## config.mk

```make
export PLATFORM = sky130hd
export DESIGN_NAME = afu_div_step
export DESIGN_NICKNAME = d
export VERILOG_FILES = /design/src/rtl/afu_pkg.sv /design/src/rtl/afu_div_step.sv
export SDC_FILE = /design/constraint.sdc
export NUM_CORES = 1
export LEC_CHECK = 0
export BUFFER_PORTS_ARGS = -buffer_cell sky130_fd_sc_hd__buf_4
export CAP_MARGIN = 40
export CORE_MARGIN = 5
export CORE_UTILIZATION = 46
export CTS_CLUSTER_DIAMETER = 80
export DETAILED_ROUTE_END_ITERATION = 16
export PLACE_DENSITY = 0.78
export SLEW_MARGIN = 0
export SYNTH_ARGS = -nofsm -noshare
export SYNTH_HDL_FRONTEND = slang
export SYNTH_SLANG_ARGS = --single-unit
export TNS_END_PERCENT = 50
```

## constraint.sdc

```tcl
create_clock -name clock -period 2.6 [get_ports clock]
set_clock_uncertainty 0.15 [all_clocks]
set_input_delay 0.13 -clock clock [delete_from_list [all_inputs] [get_ports clock]]
set_output_delay 0.13 -clock clock [all_outputs]
set_load 0.02 [all_outputs]
```

## src/rtl/afu_pkg.sv

```systemverilog
// Shared constants, opcodes and control types of the activation function unit.
package afu_pkg;

   localparam int DEF_VALUE_WIDTH   = 24;
   localparam int DEF_FRACTION_BITS = 16;
   localparam int OPCODE_WIDTH      = 3;
   localparam int LIMIT_WIDTH       = 24;
   localparam int EXP_LIMIT_WIDTH   = 23;
   localparam int CSR_INDEX_WIDTH   = 2;
   localparam int CSR_DATA_WIDTH    = 24;
   localparam int TAYLOR_TERMS      = 20;
   localparam int SQUARE_STEPS      = 8;
   localparam int EXP_INT_BITS      = 6;
   localparam int SQUARE_SHIFT      = 8;
   localparam int Q_WIDTH           = 64;
   localparam int Q_HALF            = 32;
   localparam int Q_POINT           = 62;

   localparam logic [Q_WIDTH-1:0] ONE_Q62 = 64'h4000_0000_0000_0000;

   localparam logic [LIMIT_WIDTH-1:0]     SIGMOID_LOW_RESET  = 24'hD80000;
   localparam logic [LIMIT_WIDTH-1:0]     SIGMOID_HIGH_RESET = 24'h0D0000;
   localparam logic [EXP_LIMIT_WIDTH-1:0] EXP_LIMIT_RESET    = 23'h280000;

   typedef enum logic [OPCODE_WIDTH-1:0] {
      OP_RELU          = 3'd0,
      OP_SIGMOID       = 3'd1,
      OP_TANH          = 3'd2,
      OP_IDENTITY      = 3'd3,
      OP_RELU_GRAD     = 3'd4,
      OP_SIGMOID_GRAD  = 3'd5,
      OP_TANH_GRAD     = 3'd6,
      OP_IDENTITY_GRAD = 3'd7
   } opcode_type;

   typedef enum logic [CSR_INDEX_WIDTH-1:0] {
      CSR_SIGMOID_LOW  = 2'd0,
      CSR_SIGMOID_HIGH = 2'd1,
      CSR_EXP_LIMIT    = 2'd2
   } csr_index_type;

   typedef struct packed {
      opcode_type op;
      logic       negate;
      logic       positive;
      logic       exp_zero;
   } tag_type;

endpackage

```

## src/rtl/afu_div_step.sv

```systemverilog
// One restoring division step that produces one quotient bit per stage.
module afu_div_step #(
   parameter int VALUE_WIDTH   = afu_pkg::DEF_VALUE_WIDTH,
   parameter int FRACTION_BITS = afu_pkg::DEF_FRACTION_BITS,
   parameter bit FIRST         = 1'b0
) (
   input  logic                        clock,
   input  logic                        reset,
   input  logic                        enable,
   input  logic                        in_valid,
   input  afu_pkg::tag_type            in_tag,
   input  logic [afu_pkg::Q_WIDTH-1:0] in_num,
   input  logic [afu_pkg::Q_WIDTH-1:0] in_den,
   input  logic [FRACTION_BITS+1:0]    in_quot,
   input  logic [VALUE_WIDTH-1:0]      in_side_result,
   input  logic                        in_side_sat,
   output logic                        out_valid,
   output afu_pkg::tag_type            out_tag,
   output logic [afu_pkg::Q_WIDTH-1:0] out_num,
   output logic [afu_pkg::Q_WIDTH-1:0] out_den,
   output logic [FRACTION_BITS+1:0]    out_quot,
   output logic [VALUE_WIDTH-1:0]      out_side_result,
   output logic                        out_side_sat
);
   logic [afu_pkg::Q_WIDTH-1:0] num_s, num_in;
   logic [FRACTION_BITS+1:0]    quot_s, quot_in;

   always_comb begin
      num_s  = FIRST ? in_num : (in_num << 1);
      quot_s = FIRST ? in_quot : (in_quot << 1);
      if (num_s >= in_den) begin
         num_in  = num_s - in_den;
         quot_in = quot_s | (FRACTION_BITS + 2)'(1);
      end else begin
         num_in  = num_s;
         quot_in = quot_s;
      end
   end

   always_ff @(posedge clock) begin
      if (reset) begin
         out_valid <= 1'b0;
      end else if (enable) begin
         out_valid <= in_valid;
      end
   end

   always_ff @(posedge clock) begin
      if (enable) begin
         out_tag         <= in_tag;
         out_num         <= num_in;
         out_den         <= in_den;
         out_quot        <= quot_in;
         out_side_result <= in_side_result;
         out_side_sat    <= in_side_sat;
      end
   end
endmodule

```

==> reports/qor_table.md <==
| Step | Metric | Reported |
|---|---|---|
| yosys | Proportion of synthesized chip area in sequential cells | 52.25% |
| clock network | Maximum buffer depth of the clock tree | 2 |
| clock network | Number of buffers created by CTS | 17 |
| floorplanning | Initial core utilization | 46.78% |
| power and ir drop | Share of power burned in combinational logic | 37.6% |
| yosys | Area of the mapped netlist | 10,210 um2 |
| critical path | Flop2flop setup slack | 1.27 ns |
| global routing | Maximum number of pins on one net before global-route repair | 54 |
| yosys | Share of flip-flops with an asynchronous set or reset | 0% |
| sta | Final critical delay including setup and external delays | 2.778 ns |
| floorplanning | # IOs | 359 |
| run | Max Cap Viol | 0 |
| critical path | Count of cells along the worst register-to-register path | 3 |
| route | First-iteration detailed-routing DRC count | 1,186 |
| clock network | Clock latency on the worst-skew pair | 0.45 ns |
| power and ir drop | Register share of total power | 34.9% |
| critical path | Critical register-to-register path endpoint | out_valid |
| route | First drt pass iteration count | 8 |
| global routing | Sum of overflow across all layers after global routing | 0 |
| cells and area | Layout overhead on the synthesized area | 80.76% |
| sta | Fin worst setup slack | -0.1782 ns |
| cells and area | Fillcell total | 1,065 |
| global routing | Global-route wire length before repair | 63,980 um |
| yosys | Number of synthesized register bits | 178 |
| critical path | Worst Setup Start Kind | input port |
| route | Post-DR wirelength/cell | 24.33 um |
| yosys | Yosys synthesis warning count | 0 |
| power and ir drop | Internal | 6.774 mW |
| clock network | Clock transition time at the flip-flop clock pins of the worst setup and hold paths | 0.07 ns |
| critical path | Stage delay of the slowest cell on the critical path | 0.43 ns |
| route | Mean number of vias per cell | 5.899 |
| sta | Final number of setup-violating endpoints | 49 |
| sta | Peak clock frequency supported by timing | 359.9 MHz |
| critical path | Family with the most delay on the worst path | compound AO/OA/AOI/OAI gates |
| critical path | Data required time at the worst endpoint | 2.64 ns |
| critical path | Last element of the critical path | out_num[50] |
| global routing | All-layer global routing usage | 31.39% |
| place | Placed cells | 1,794 |
| yosys | Count of mapped cells out of synthesis | 977 |
| power and ir drop | Switching Fraction | 34.99% |
| sta | RSZ-0062 raised after global routing | true |
| route | Count of antenna-violating nets left after detailed routing | 0 |
| cells and area | Layout cell share with drive strength beyond 1 | 44.05% |
| critical path | Crit path buf inv count | 3 |
| yosys | Leading register cell type out of synthesis | edfxtp_1 |
| sta | Endpoints failing hold | 0 |
| route | WL final | 49,590 um |
| yosys | Post-Synthesis Net Count | 1,223 |
| critical path | Maximum fanout encountered on the critical timing path | 3 |
| power and ir drop | Static power due to leakage | 8.287 nW |
| yosys | Netlist cell types | 60 |
| critical path | Critical path arrival | 2.82 ns |
| yosys | Largest area contributor in the synthesized netlist | edfxtp_1 |
| sta | Worst slew margin relative to its limit | 58.75% |
| outcome | Status | finished, violations left |
| sta | WHS | 0.1020 ns |
| clock network | Total number of H-tree levels | 4 |
| cells and area | NumNets Final | 1,990 |
| clock network | CTS tree | built |
| power and ir drop | Max VDD drop | 0.4794 mV |
| critical path | Type of the setup path with the least slack | in -> reg |
| yosys | Top cells by area in the synthesized netlist | edfxtp_1, ha_1, nand2_1 |
| sta | Number of max-slew violations in the final report | 0 |
| power and ir drop | Share of power burned in the clock network | 27.5% |
| floorplanning | Die outline area | 25,270 um2 |
| place | Total placed instance area | 14,900 um2 |
| sta | Post-route clock period utilization | 106.9% |
| floorplanning | Number of placement rows | 54 |
| global routing | Via count of the first global-routing pass | 11,560 |
| place | I/O Buffers | 356 |
| critical path | Origin of the critical flop-to-flop path | out_valid |
| cells and area | Design area | 18,460 um2 |
| clock network | Root Buffer | clkbuf_16 |
| place | Half-perimeter wire length of the detailed placement result | 26,890 um |
| critical path | Startpoint of the most critical setup path | in_num[12] |
| floorplanning | Die outline width | 159.0 um |
| yosys | Fraction of post-synthesis cell area in the top cell type by area | 52.06% |
| worst hold path | Hold-critical path depth | 4 |
| floorplanning | Floorplan Core Area | 21,820 um2 |
| critical path | Number of logic stages on the critical path including buffering | 13 |
| critical path | Sequence of cells on the critical path | buf_4 -> ha_4 -> buf_6 -> nand2_4 -> a2111oi_4 -> buf_4 -> nand2_4 -> a2111oi_4 -> o2111a_2 -> o21ai_1 -> o41ai_2 -> xnor2_1 -> o21ai_1 |
| power and ir drop | Sw power | 3.646 mW |
| clock network | Clk sink count | 178 |
| sta | TNS Setup | -2.577 ns |
| floorplanning | Chip height | 159.0 um |
| worst hold path | Hold Path Class | in -> reg |
| outcome | Failing checks | setup timing |
| place | Placer Congestion | 0.8975 |
| route | Vias | 12,020 |
| global routing | Number of antenna violations at the first check in global routing | 1 |
| cells and area | Non-filler instance count after layout | 2,038 |
| power and ir drop | Power per cell area | 564.6 nW/um2 |
| yosys | Average instance area after synthesis | 10.45 um2 |
| route | DRC violations left | 0 |
| critical path | Crit path capture type | flip-flop |
| critical path | CP max-delay cell | a2111oi_4 |
| sta | Worst-Margin Slew | 0.6031 ns |
| yosys | Number of flops mapped to enable cells by yosys | 177 |
| place | Worst-case setup slack after placement | -0.7086 ns |
## synthesized netlist by cell type (all sizes together) (3+ instances only)
| master | number |
|---|---|
| o41ai | 4 |
| nor3 | 18 |
| a211oi | 3 |
| a31o | 3 |
| or2 | 4 |
| nor4 | 4 |
| a211o | 7 |
| inv | 84 |
| nor2 | 38 |
| a21oi | 82 |
| clkbuf | 27 |
| o31a | 5 |
| or3 | 4 |
| a31oi | 5 |
| and2 | 5 |
| nand3 | 10 |
| xnor2 | 38 |
| nand2 | 134 |
| a221o | 3 |
| ha | 64 |
| o21a | 5 |
| nand2b | 5 |
| a21o | 28 |
| mux2 | 4 |
| nor2b | 7 |
| xor2 | 18 |
| o31ai | 8 |
| o21ai | 98 |
| o211ai | 6 |
| a2111oi | 6 |
| o221ai | 3 |
| nand4 | 18 |
| o21bai | 16 |
| edfxtp | 177 |
| buf | 12 |
| and3 | 4 |
## cells in the final DEF (no fill, tap or decap), drive strengths merged, types with 6 or more instances in the layout
master,n
o31ai,8
o21ai,98
xnor2,38
nand3,10
ha,64
nand4,18
dlygate4sd3,177
xor2,18
inv,90
a21o,28
clkinv,8
nor2,38
o211ai,6
clkbuf,25
a211o,7
nand2,134
buf,602
a21oi,82
o21bai,16
nor3,18
nor2b,7
a2111oi,6
edfxtp,177
## worst min-delay path by stage
stage          slack, ns  startpoint    endpoint
3_3_place_gp        0.14       reset   out_valid
6_report            0.10   in_den[0]  out_num[0]
4_1_cts             0.05   in_den[0]  out_num[0]
3_5_place_dp        0.15       reset   out_valid
5_1_grt             0.12      enable  out_num[2]
2_1_floorplan       0.05       reset   out_valid
## metrics by stage
step | utilization (%) | total power, mW
6_report | 84.57 | 10.42
5_1_grt | 84.57 | 10.70
4_1_cts | 80.73 | 9.671
3_5_place_dp | 68.26 | 6.653
3_3_place_gp | 68.26 | 6.596
2_1_floorplan | - | 5.121
## sequential cells by signal (all words and copies together), names as in the netlist
| name | count |
|---|---|
| out_tag | 6 |
| out_quot | 18 |
| out_num | 64 |
| out_side_sat | 1 |
| out_side_result | 24 |
| out_den | 64 |
| out_valid | 1 |
## power groups by stage
stage | logic, mW | clock network (mW) | registers [mW]
after global placement | 2.94 | 0 | 3.65
after floorplan | 1.08 | 0 | 4.04
after CTS | 3.30 | 2.77 | 3.60
after detailed placement | 2.99 | 0 | 3.66
after global routing | 4.07 | 2.97 | 3.66
final | 3.92 | 2.86 | 3.64
## final cells by class
| cell class | count | area [um2] | area share [%] |
|---|---|---|---|
| inverter | 84 | 342.8 | 1.858 |
| antenna | 1 | 2.502 | 0.01356 |
| timing repair buffer | 787 | 6673 | 36.16 |
| clock inverter | 15 | 207.7 | 1.125 |
| tap | 280 | 350.3 | 1.898 |
| sequential | 178 | 5335 | 28.91 |
| clock buffer | 17 | 425.4 | 2.305 |
| multi-input combinational | 676 | 5119 | 27.74 |
## what timing repair did
action | 4_1_cts | 5_1_grt
gates cloned | 0 | 9
pin swaps | 26 | 43
setup buffers | 9 | 17
setup endpoints to repair | 45 | 63
hold endpoints to repair | 176 | 0
hold buffers | 177 | 0
gates resized for setup | 47 | 153
## worst reg2reg max path: stages (launching register included)
cell and delay, ns:
dfxtp_1 0.32, mux2i_1 0.14, nor2_1 0.06, dlygate4sd3_1 0.55
## cells by family (layout without fill, tap and decap cells)
group	Yosys count	count (layout)	share of synthesized area [%]
other	0	1	0
buffers and inverters	123	903	4.730
AO/OA/AOI/OAI	296	296	18.55
multiplexers	5	5	0.5392
adder cells (fa/ha/maj)	65	65	8.039
XOR/XNOR	56	56	4.804
flip-flops	178	178	52.25
AND/OR/NAND/NOR	254	254	11.08
## layer usage
layer  share of wire, %  track usage [%]
met5                  0                0
met4                6.6            10.51
met3                9.6            7.171
met2                 50            57.66
met1                 34            35.94
Note: power is estimated with default switching activity, not from simulation.
