## src/rtl/afu_pkg.sv

```systemverilog
// Shared constants, opcodes and control types of the activation function unit.
package afu_pkg;

   localparam int DEF_VALUE_WIDTH   = 24;
   localparam int DEF_FRACTION_BITS = 16;
   localparam int OPCODE_WIDTH      = 3;
   localparam int LIMIT_WIDTH       = 24;
   localparam int EXP_LIMIT_WIDTH   = 23;
   localparam int CSR_INDEX_WIDTH   = 2;
   localparam int CSR_DATA_WIDTH    = 24;
   localparam int TAYLOR_TERMS      = 20;
   localparam int SQUARE_STEPS      = 8;
   localparam int EXP_INT_BITS      = 6;
   localparam int SQUARE_SHIFT      = 8;
   localparam int Q_WIDTH           = 64;
   localparam int Q_HALF            = 32;
   localparam int Q_POINT           = 62;

   localparam logic [Q_WIDTH-1:0] ONE_Q62 = 64'h4000_0000_0000_0000;

   localparam logic [LIMIT_WIDTH-1:0]     SIGMOID_LOW_RESET  = 24'hD80000;
   localparam logic [LIMIT_WIDTH-1:0]     SIGMOID_HIGH_RESET = 24'h0D0000;
   localparam logic [EXP_LIMIT_WIDTH-1:0] EXP_LIMIT_RESET    = 23'h280000;

   typedef enum logic [OPCODE_WIDTH-1:0] {
      OP_RELU          = 3'd0,
      OP_SIGMOID       = 3'd1,
      OP_TANH          = 3'd2,
      OP_IDENTITY      = 3'd3,
      OP_RELU_GRAD     = 3'd4,
      OP_SIGMOID_GRAD  = 3'd5,
      OP_TANH_GRAD     = 3'd6,
      OP_IDENTITY_GRAD = 3'd7
   } opcode_type;

   typedef enum logic [CSR_INDEX_WIDTH-1:0] {
      CSR_SIGMOID_LOW  = 2'd0,
      CSR_SIGMOID_HIGH = 2'd1,
      CSR_EXP_LIMIT    = 2'd2
   } csr_index_type;

   typedef struct packed {
      opcode_type op;
      logic       negate;
      logic       positive;
      logic       exp_zero;
   } tag_type;

endpackage

```

## src/rtl/afu_taylor_step.sv

```systemverilog
// One Taylor series term of the exponential: multiply, reciprocal divide, then accumulate.
module afu_taylor_step #(
   parameter int VALUE_WIDTH   = afu_pkg::DEF_VALUE_WIDTH,
   parameter int FRACTION_BITS = afu_pkg::DEF_FRACTION_BITS,
   parameter int ORDER         = 1
) (
   input  logic                                           clock,
   input  logic                                           reset,
   input  logic                                           enable,
   input  logic                                           in_valid,
   input  afu_pkg::tag_type                               in_tag,
   input  logic [FRACTION_BITS+afu_pkg::EXP_INT_BITS-1:0] in_arg,
   input  logic [afu_pkg::Q_WIDTH-1:0]                    in_term,
   input  logic [afu_pkg::Q_WIDTH-1:0]                    in_y,
   input  logic [VALUE_WIDTH-1:0]                         in_side_result,
   input  logic                                           in_side_sat,
   output logic                                           out_valid,
   output afu_pkg::tag_type                               out_tag,
   output logic [FRACTION_BITS+afu_pkg::EXP_INT_BITS-1:0] out_arg,
   output logic [afu_pkg::Q_WIDTH-1:0]                    out_term,
   output logic [afu_pkg::Q_WIDTH-1:0]                    out_y,
   output logic [VALUE_WIDTH-1:0]                         out_side_result,
   output logic                                           out_side_sat
);
   localparam int UW = FRACTION_BITS + afu_pkg::EXP_INT_BITS;
   localparam int HW = afu_pkg::Q_HALF + UW;
   localparam int PW = afu_pkg::Q_WIDTH + UW;
   localparam int QH = afu_pkg::Q_HALF;
   localparam int QW = afu_pkg::Q_WIDTH;
   localparam int RL = $clog2(ORDER);
   localparam int CW = QW + 8;
   localparam int SW = 2 * QW + 8;

   // The quotient by ORDER is taken as a multiply by the rounded-up reciprocal,
   // which is exact for every 64-bit dividend.
   localparam logic [CW-1:0] RECIP =
      ((CW'(1) << (QW + RL)) + CW'(ORDER - 1)) / CW'(ORDER);
   localparam logic [QH-1:0] RECIP_LO  = RECIP[QH-1:0];
   localparam logic [QH-1:0] RECIP_MID = RECIP[QW-1:QH];
   localparam logic [QH-1:0] RECIP_HI  = QH'(RECIP[CW-1:QW]);

   logic                   a_valid_ff;
   afu_pkg::tag_type       a_tag_ff;
   logic [UW-1:0]          a_arg_ff;
   logic [QW-1:0]          a_y_ff;
   logic [VALUE_WIDTH-1:0] a_side_ff;
   logic                   a_sat_ff;
   logic [HW-1:0]          a_plo_ff, a_phi_ff;

   logic                   b_valid_ff;
   afu_pkg::tag_type       b_tag_ff;
   logic [UW-1:0]          b_arg_ff;
   logic [QW-1:0]          b_y_ff;
   logic [VALUE_WIDTH-1:0] b_side_ff;
   logic                   b_sat_ff;
   logic [QW-1:0]          b_p00_ff, b_p01_ff, b_p10_ff, b_p11_ff, b_p02_ff, b_p12_ff;

   logic [PW-1:0] prod;
   logic [SW-1:0] sum;
   logic [QW-1:0] scaled, q_in, y_in;

   always_comb begin
      prod   = (PW'(a_phi_ff) << QH) + PW'(a_plo_ff);
      scaled = QW'(prod >> (afu_pkg::SQUARE_SHIFT + FRACTION_BITS));
      sum    = SW'(b_p00_ff) + (SW'(b_p01_ff) << QH) + (SW'(b_p10_ff) << QH) +
               (SW'(b_p11_ff) << QW) + (SW'(b_p02_ff) << QW) +
               (SW'(b_p12_ff) << (QW + QH));
      q_in   = QW'(sum >> (QW + RL));
      y_in   = (ORDER % 2 == 1) ? (b_y_ff - q_in) : (b_y_ff + q_in);
   end

   always_ff @(posedge clock) begin
      if (reset) begin
         a_valid_ff <= 1'b0;
         b_valid_ff <= 1'b0;
         out_valid  <= 1'b0;
      end else if (enable) begin
         a_valid_ff <= in_valid;
         b_valid_ff <= a_valid_ff;
         out_valid  <= b_valid_ff;
      end
   end

   always_ff @(posedge clock) begin
      if (enable) begin
         a_tag_ff  <= in_tag;
         a_arg_ff  <= in_arg;
         a_y_ff    <= in_y;
         a_side_ff <= in_side_result;
         a_sat_ff  <= in_side_sat;
         a_plo_ff  <= HW'(in_term[QH-1:0]) * HW'(in_arg);
         a_phi_ff  <= HW'(in_term[QW-1:QH]) * HW'(in_arg);

         b_tag_ff  <= a_tag_ff;
         b_arg_ff  <= a_arg_ff;
         b_y_ff    <= a_y_ff;
         b_side_ff <= a_side_ff;
         b_sat_ff  <= a_sat_ff;
         b_p00_ff  <= QW'(scaled[QH-1:0]) * QW'(RECIP_LO);
         b_p01_ff  <= QW'(scaled[QH-1:0]) * QW'(RECIP_MID);
         b_p02_ff  <= QW'(scaled[QH-1:0]) * QW'(RECIP_HI);
         b_p10_ff  <= QW'(scaled[QW-1:QH]) * QW'(RECIP_LO);
         b_p11_ff  <= QW'(scaled[QW-1:QH]) * QW'(RECIP_MID);
         b_p12_ff  <= QW'(scaled[QW-1:QH]) * QW'(RECIP_HI);

         out_tag         <= b_tag_ff;
         out_arg         <= b_arg_ff;
         out_term        <= q_in;
         out_y           <= y_in;
         out_side_result <= b_side_ff;
         out_side_sat    <= b_sat_ff;
      end
   end
endmodule

```

## config.mk

```make
export PLATFORM = sky130hd
export DESIGN_NAME = afu_taylor_step
export DESIGN_NICKNAME = d
export VERILOG_FILES = /design/src/rtl/afu_pkg.sv /design/src/rtl/afu_taylor_step.sv
export SDC_FILE = /design/constraint.sdc
export NUM_CORES = 2
export LEC_CHECK = 0
export CORE_ASPECT_RATIO = 1.75
export CORE_MARGIN = 2
export CORE_UTILIZATION = 39
export CTS_CLUSTER_DIAMETER = 30
export DETAILED_ROUTE_END_ITERATION = 12
export DONT_BUFFER_PORTS = 1
export GPL_TIMING_DRIVEN = 0
export PLACE_DENSITY = 0.57
export SYNTH_ARGS = -nofsm -noshare
export SYNTH_HDL_FRONTEND = slang
export SYNTH_SLANG_ARGS = --single-unit
```

## constraint.sdc

```tcl
create_clock -name clock -period 13.1 [get_ports clock]
set_input_delay 3.93 -clock clock [delete_from_list [all_inputs] [get_ports clock]]
set_output_delay 3.93 -clock clock [all_outputs]
set_load 0.005 [all_outputs]
```

==> flow_metrics.env <==
export IMPL_drcViolationCount=0
export IMPL_antenna_left=0
export IMPL_path_class="in2reg"
export IMPL_drtIter0Drc=3303
export IMPL_async_flop_share_pct=0
export IMPL_fin_skew_ns=0.0358
export IMPL_clkSinkCount=562
export IMPL_clockRootBuffer="clkbuf_16"
export IMPL_arrival_ns=13.42
export IMPL_antenna_found_initial=47
export IMPL_overflow=0
export IMPL_first_pass_iters=5
export IMPL_die_w_um=317
export IMPL_cts_buffers=67
export IMPL_tightest_slew_ns=2.97
export IMPL_path_clk_slew_ns=0.06
export IMPL_htree_levels=3
export IMPL_gp_congestion=0.986
export IMPL_relSlewSlack_pct=-97.8
export IMPL_period_needed_ns=13.07
export IMPL_finalSetupViolCount=0
export IMPL_core_area_sq_um=171000
export IMPL_crit_top_cell="fa_1"
export IMPL_portBuffers=0
export IMPL_crit_path_start_kind="primary input"
export IMPL_std_cell_rows=201
export IMPL_hold_violations=0
export IMPL_num_io_pins=367
export IMPL_grt_pass1_wl_um=341000
export IMPL_viasPerCell=5.39
export IMPL_fin_crit_sh_pct=99.8
export IMPL_crit_chain="clkbuf_1 -> clkbuf_1 -> and2_1 -> fa_1 -> fa_1 -> inv_1 -> fa_1 -> inv_1 -> fa_1 -> fa_1 -> fa_1 -> fa_1 -> ha_1 -> a21oi_1 -> o211ai_1 -> a21oi_1 -> a211oi_1 -> or2_2 -> a21oi_1 -> o31a_1 -> o21ai_1 -> xnor2_1"
export IMPL_ys_seq_elements=562
export IMPL_hpwlAfterDp_um=195000
export IMPL_synth_area_per_cell_sq_um=10.4
export IMPL_cts_resized=0
export IMPL_maxSlewViolCount=514
export IMPL_fin_nets=8312
export IMPL_synth_ff_type="edfxtp_1"
export IMPL_final_util_pct=42.2
export IMPL_status="finished with violations"
export IMPL_tritoncts="done"
export IMPL_start_util_pct=39.2
export IMPL_worst_path_max_delay_cell="clkbuf_1"
export IMPL_violations="capacitance limit, slew limit"
export IMPL_hp_class="reg2reg"
export IMPL_post_cts_buffers=0
export IMPL_rsz0062_at_grt="no"
export IMPL_cp_end_kind="flop"
export IMPL_stdcell_area_sq_um=72100
export IMPL_vias=47700
export IMPL_synthesis_area_sq_um=66900
export IMPL_clock_path_buffers=3
export IMPL_placedInstanceArea_sq_um=69700
export IMPL_grt_pass1_vias=51400
export IMPL_grt_usage_pct=27.5
export IMPL_cap_violations=6
export IMPL_synth_seq_area_share_pct=25.2
export IMPL_worstPathMaxFanout=12
export IMPL_clk_latency_ns=0.64
export IMPL_wl_um=239000
export IMPL_fp_dieH_um=552
export IMPL_max_freq_ghz=0.0765
export IMPL_synth_edff_count=559
export IMPL_cpPeakStageDelay_ns=1.11
export IMPL_ys_warn_count=0
export IMPL_synth_cells=6442
export IMPL_drive_above_1_share_pct=2.76
export IMPL_grt_max_degree=563
export IMPL_cp_required_ns=13.45
export IMPL_area_growth_pct=7.87
export IMPL_synth_cell_type_count=92
export IMPL_avgRoutedWirePerCell_um=27.1
export IMPL_ctsHoldBuffers=0
export IMPL_dieArea_sq_um=175000
## path summary, 6_finish.rpt
kind | depth (start not counted) | startpoint | slack (ns) | endpoint
worst max-delay path | 22 | in_arg[4] | 0.03 | a_plo_ff[53]
worst min-delay path | 0 | a_arg_ff[17] | 0.41 | b_arg_ff[17]
worst min register to register | 0 | a_arg_ff[17] | 0.41 | b_arg_ff[17]
worst max register to register | 11 | b_p02_ff[0] | 8.96 | out_y[56]
## layer usage
metal | vias up | share of wire (%) | GRT usage (%)
met5 | - | 0.036 | 0
met4 | 12 | 10 | 23.9
met3 | 876 | 7.0 | 5.00
met2 | 2233 | 50 | 47.6
met1 | 24300 | 33 | 28.6
li1 | 20200 | - | -
## critical path, delay by kind of cell
family | cells | cell delay [ns]
fa+ha+maj | 8 | 3.87
buf+inv | 4 | 2.21
compound gates | 7 | 2.07
simple gates | 2 | 0.66
xor+xnor | 1 | 0.62
## through the flow
step                hold WS, ns  std cells  setup WS [ns]  TNS, ns
detailed placement        0.405       8677         -0.329    -1.96
floorplan                 0.400       6443           2.59        0
finish                    0.406       8839         0.0310        0
global placement          0.400       8676         -0.419    -2.59
global route              0.407       8806         0.0258        0
CTS                       0.407       8797          0.302        0
## cell usage after synthesis (all sizes together) (10+ instances only)
library cell	n	share of area (%)
xnor2	123	1.6
a21o	90	1.0
edfxtp	559	25
a21boi	10	0.11
o211ai	11	0.12
or3	12	0.11
nand2b	11	0.10
xor2	61	0.80
inv	1213	6.8
o2111ai	11	0.14
a31oi	22	0.21
and3	21	0.20
fa	1195	36
a21oi	199	1.5
o21a	27	0.30
clkbuf	323	1.8
a211oi	15	0.18
nand3	45	0.34
nor2b	19	0.18
o21ai	102	0.77
nor2	131	0.74
o21bai	47	0.53
nand2	949	5.3
and2	603	5.6
ha	419	7.8
nand4	49	0.46
nor3	34	0.25
buf	16	0.16
## state kept, by name (all words and copies together), names as in the netlist, 6 cells and up
register and cells:
b_side_ff 24, b_p02_ff 32, b_p12_ff 30, a_side_ff 24, out_arg 22, a_arg_ff 22, a_y_ff 64, b_y_ff 64
out_y 64, a_phi_ff 54, b_tag_ff 6, out_side_result 24, b_arg_ff 22, out_term 62, a_tag_ff 6, a_plo_ff 30
out_tag 6
## cells in the final DEF (no fill, tap or decap), types with 9 or more instances in the layout
| master | Yosys | final |
|---|---|---|
| nand4_1 | 49 | 49 |
| a211oi_1 | 13 | 13 |
| o21ai_0 | 94 | 94 |
| nor2_1 | 130 | 130 |
| nand2b_1 | 11 | 11 |
| a31oi_1 | 22 | 22 |
| o21bai_1 | 47 | 47 |
| clkbuf_16 | 0 | 67 |
| o2111ai_1 | 11 | 11 |
| and3_1 | 21 | 21 |
| nand3_1 | 45 | 45 |
| inv_6 | 0 | 10 |
| xnor2_1 | 123 | 123 |
| clkbuf_1 | 322 | 315 |
| diode_2 | 0 | 42 |
| nor3_1 | 34 | 34 |
| ha_1 | 419 | 419 |
| nand2_1 | 949 | 949 |
| a21o_1 | 88 | 88 |
| clkinv_8 | 0 | 10 |
| edfxtp_1 | 559 | 559 |
| a21oi_1 | 196 | 196 |
| inv_1 | 1213 | 1213 |
| nor4_1 | 9 | 9 |
| xor2_1 | 61 | 61 |
| or3_1 | 12 | 12 |
| o211ai_1 | 11 | 11 |
| fa_1 | 1195 | 1195 |
| o21a_1 | 27 | 27 |
| nor2b_1 | 19 | 19 |
| and2_1 | 603 | 603 |
## layout make-up
| class | count | area, sq um |
|---|---|---|
| flip-flops and latches | 562 | 16800 |
| well taps | 2233 | 2790 |
| clock inverters | 52 | 652 |
| repair buffers | 1 | 15.0 |
| clock buffers | 68 | 1680 |
| diodes | 42 | 105 |
| plain buffers | 340 | 1350 |
| inverters | 1213 | 4550 |
| fillers | 16400 | 98600 |
| multi-input cells | 4328 | 44100 |
## kinds of logic after synthesis
logic type               after synthesis  synth area share [%]
AND/OR/NAND/NOR                     1910                  13.8
XOR/XNOR                             184                  2.41
multiplexers                           8                 0.122
flip-flops                           562                  25.2
AO/OA/AOI/OAI                        610                  6.09
buffers and inverters               1553                  8.81
other                                  1               0.00561
adder cells (fa/ha/maj)             1614                  43.6
Power is not shown: default switching activity piles up to over one toggle a cycle in this logic, so the estimate is an artifact.
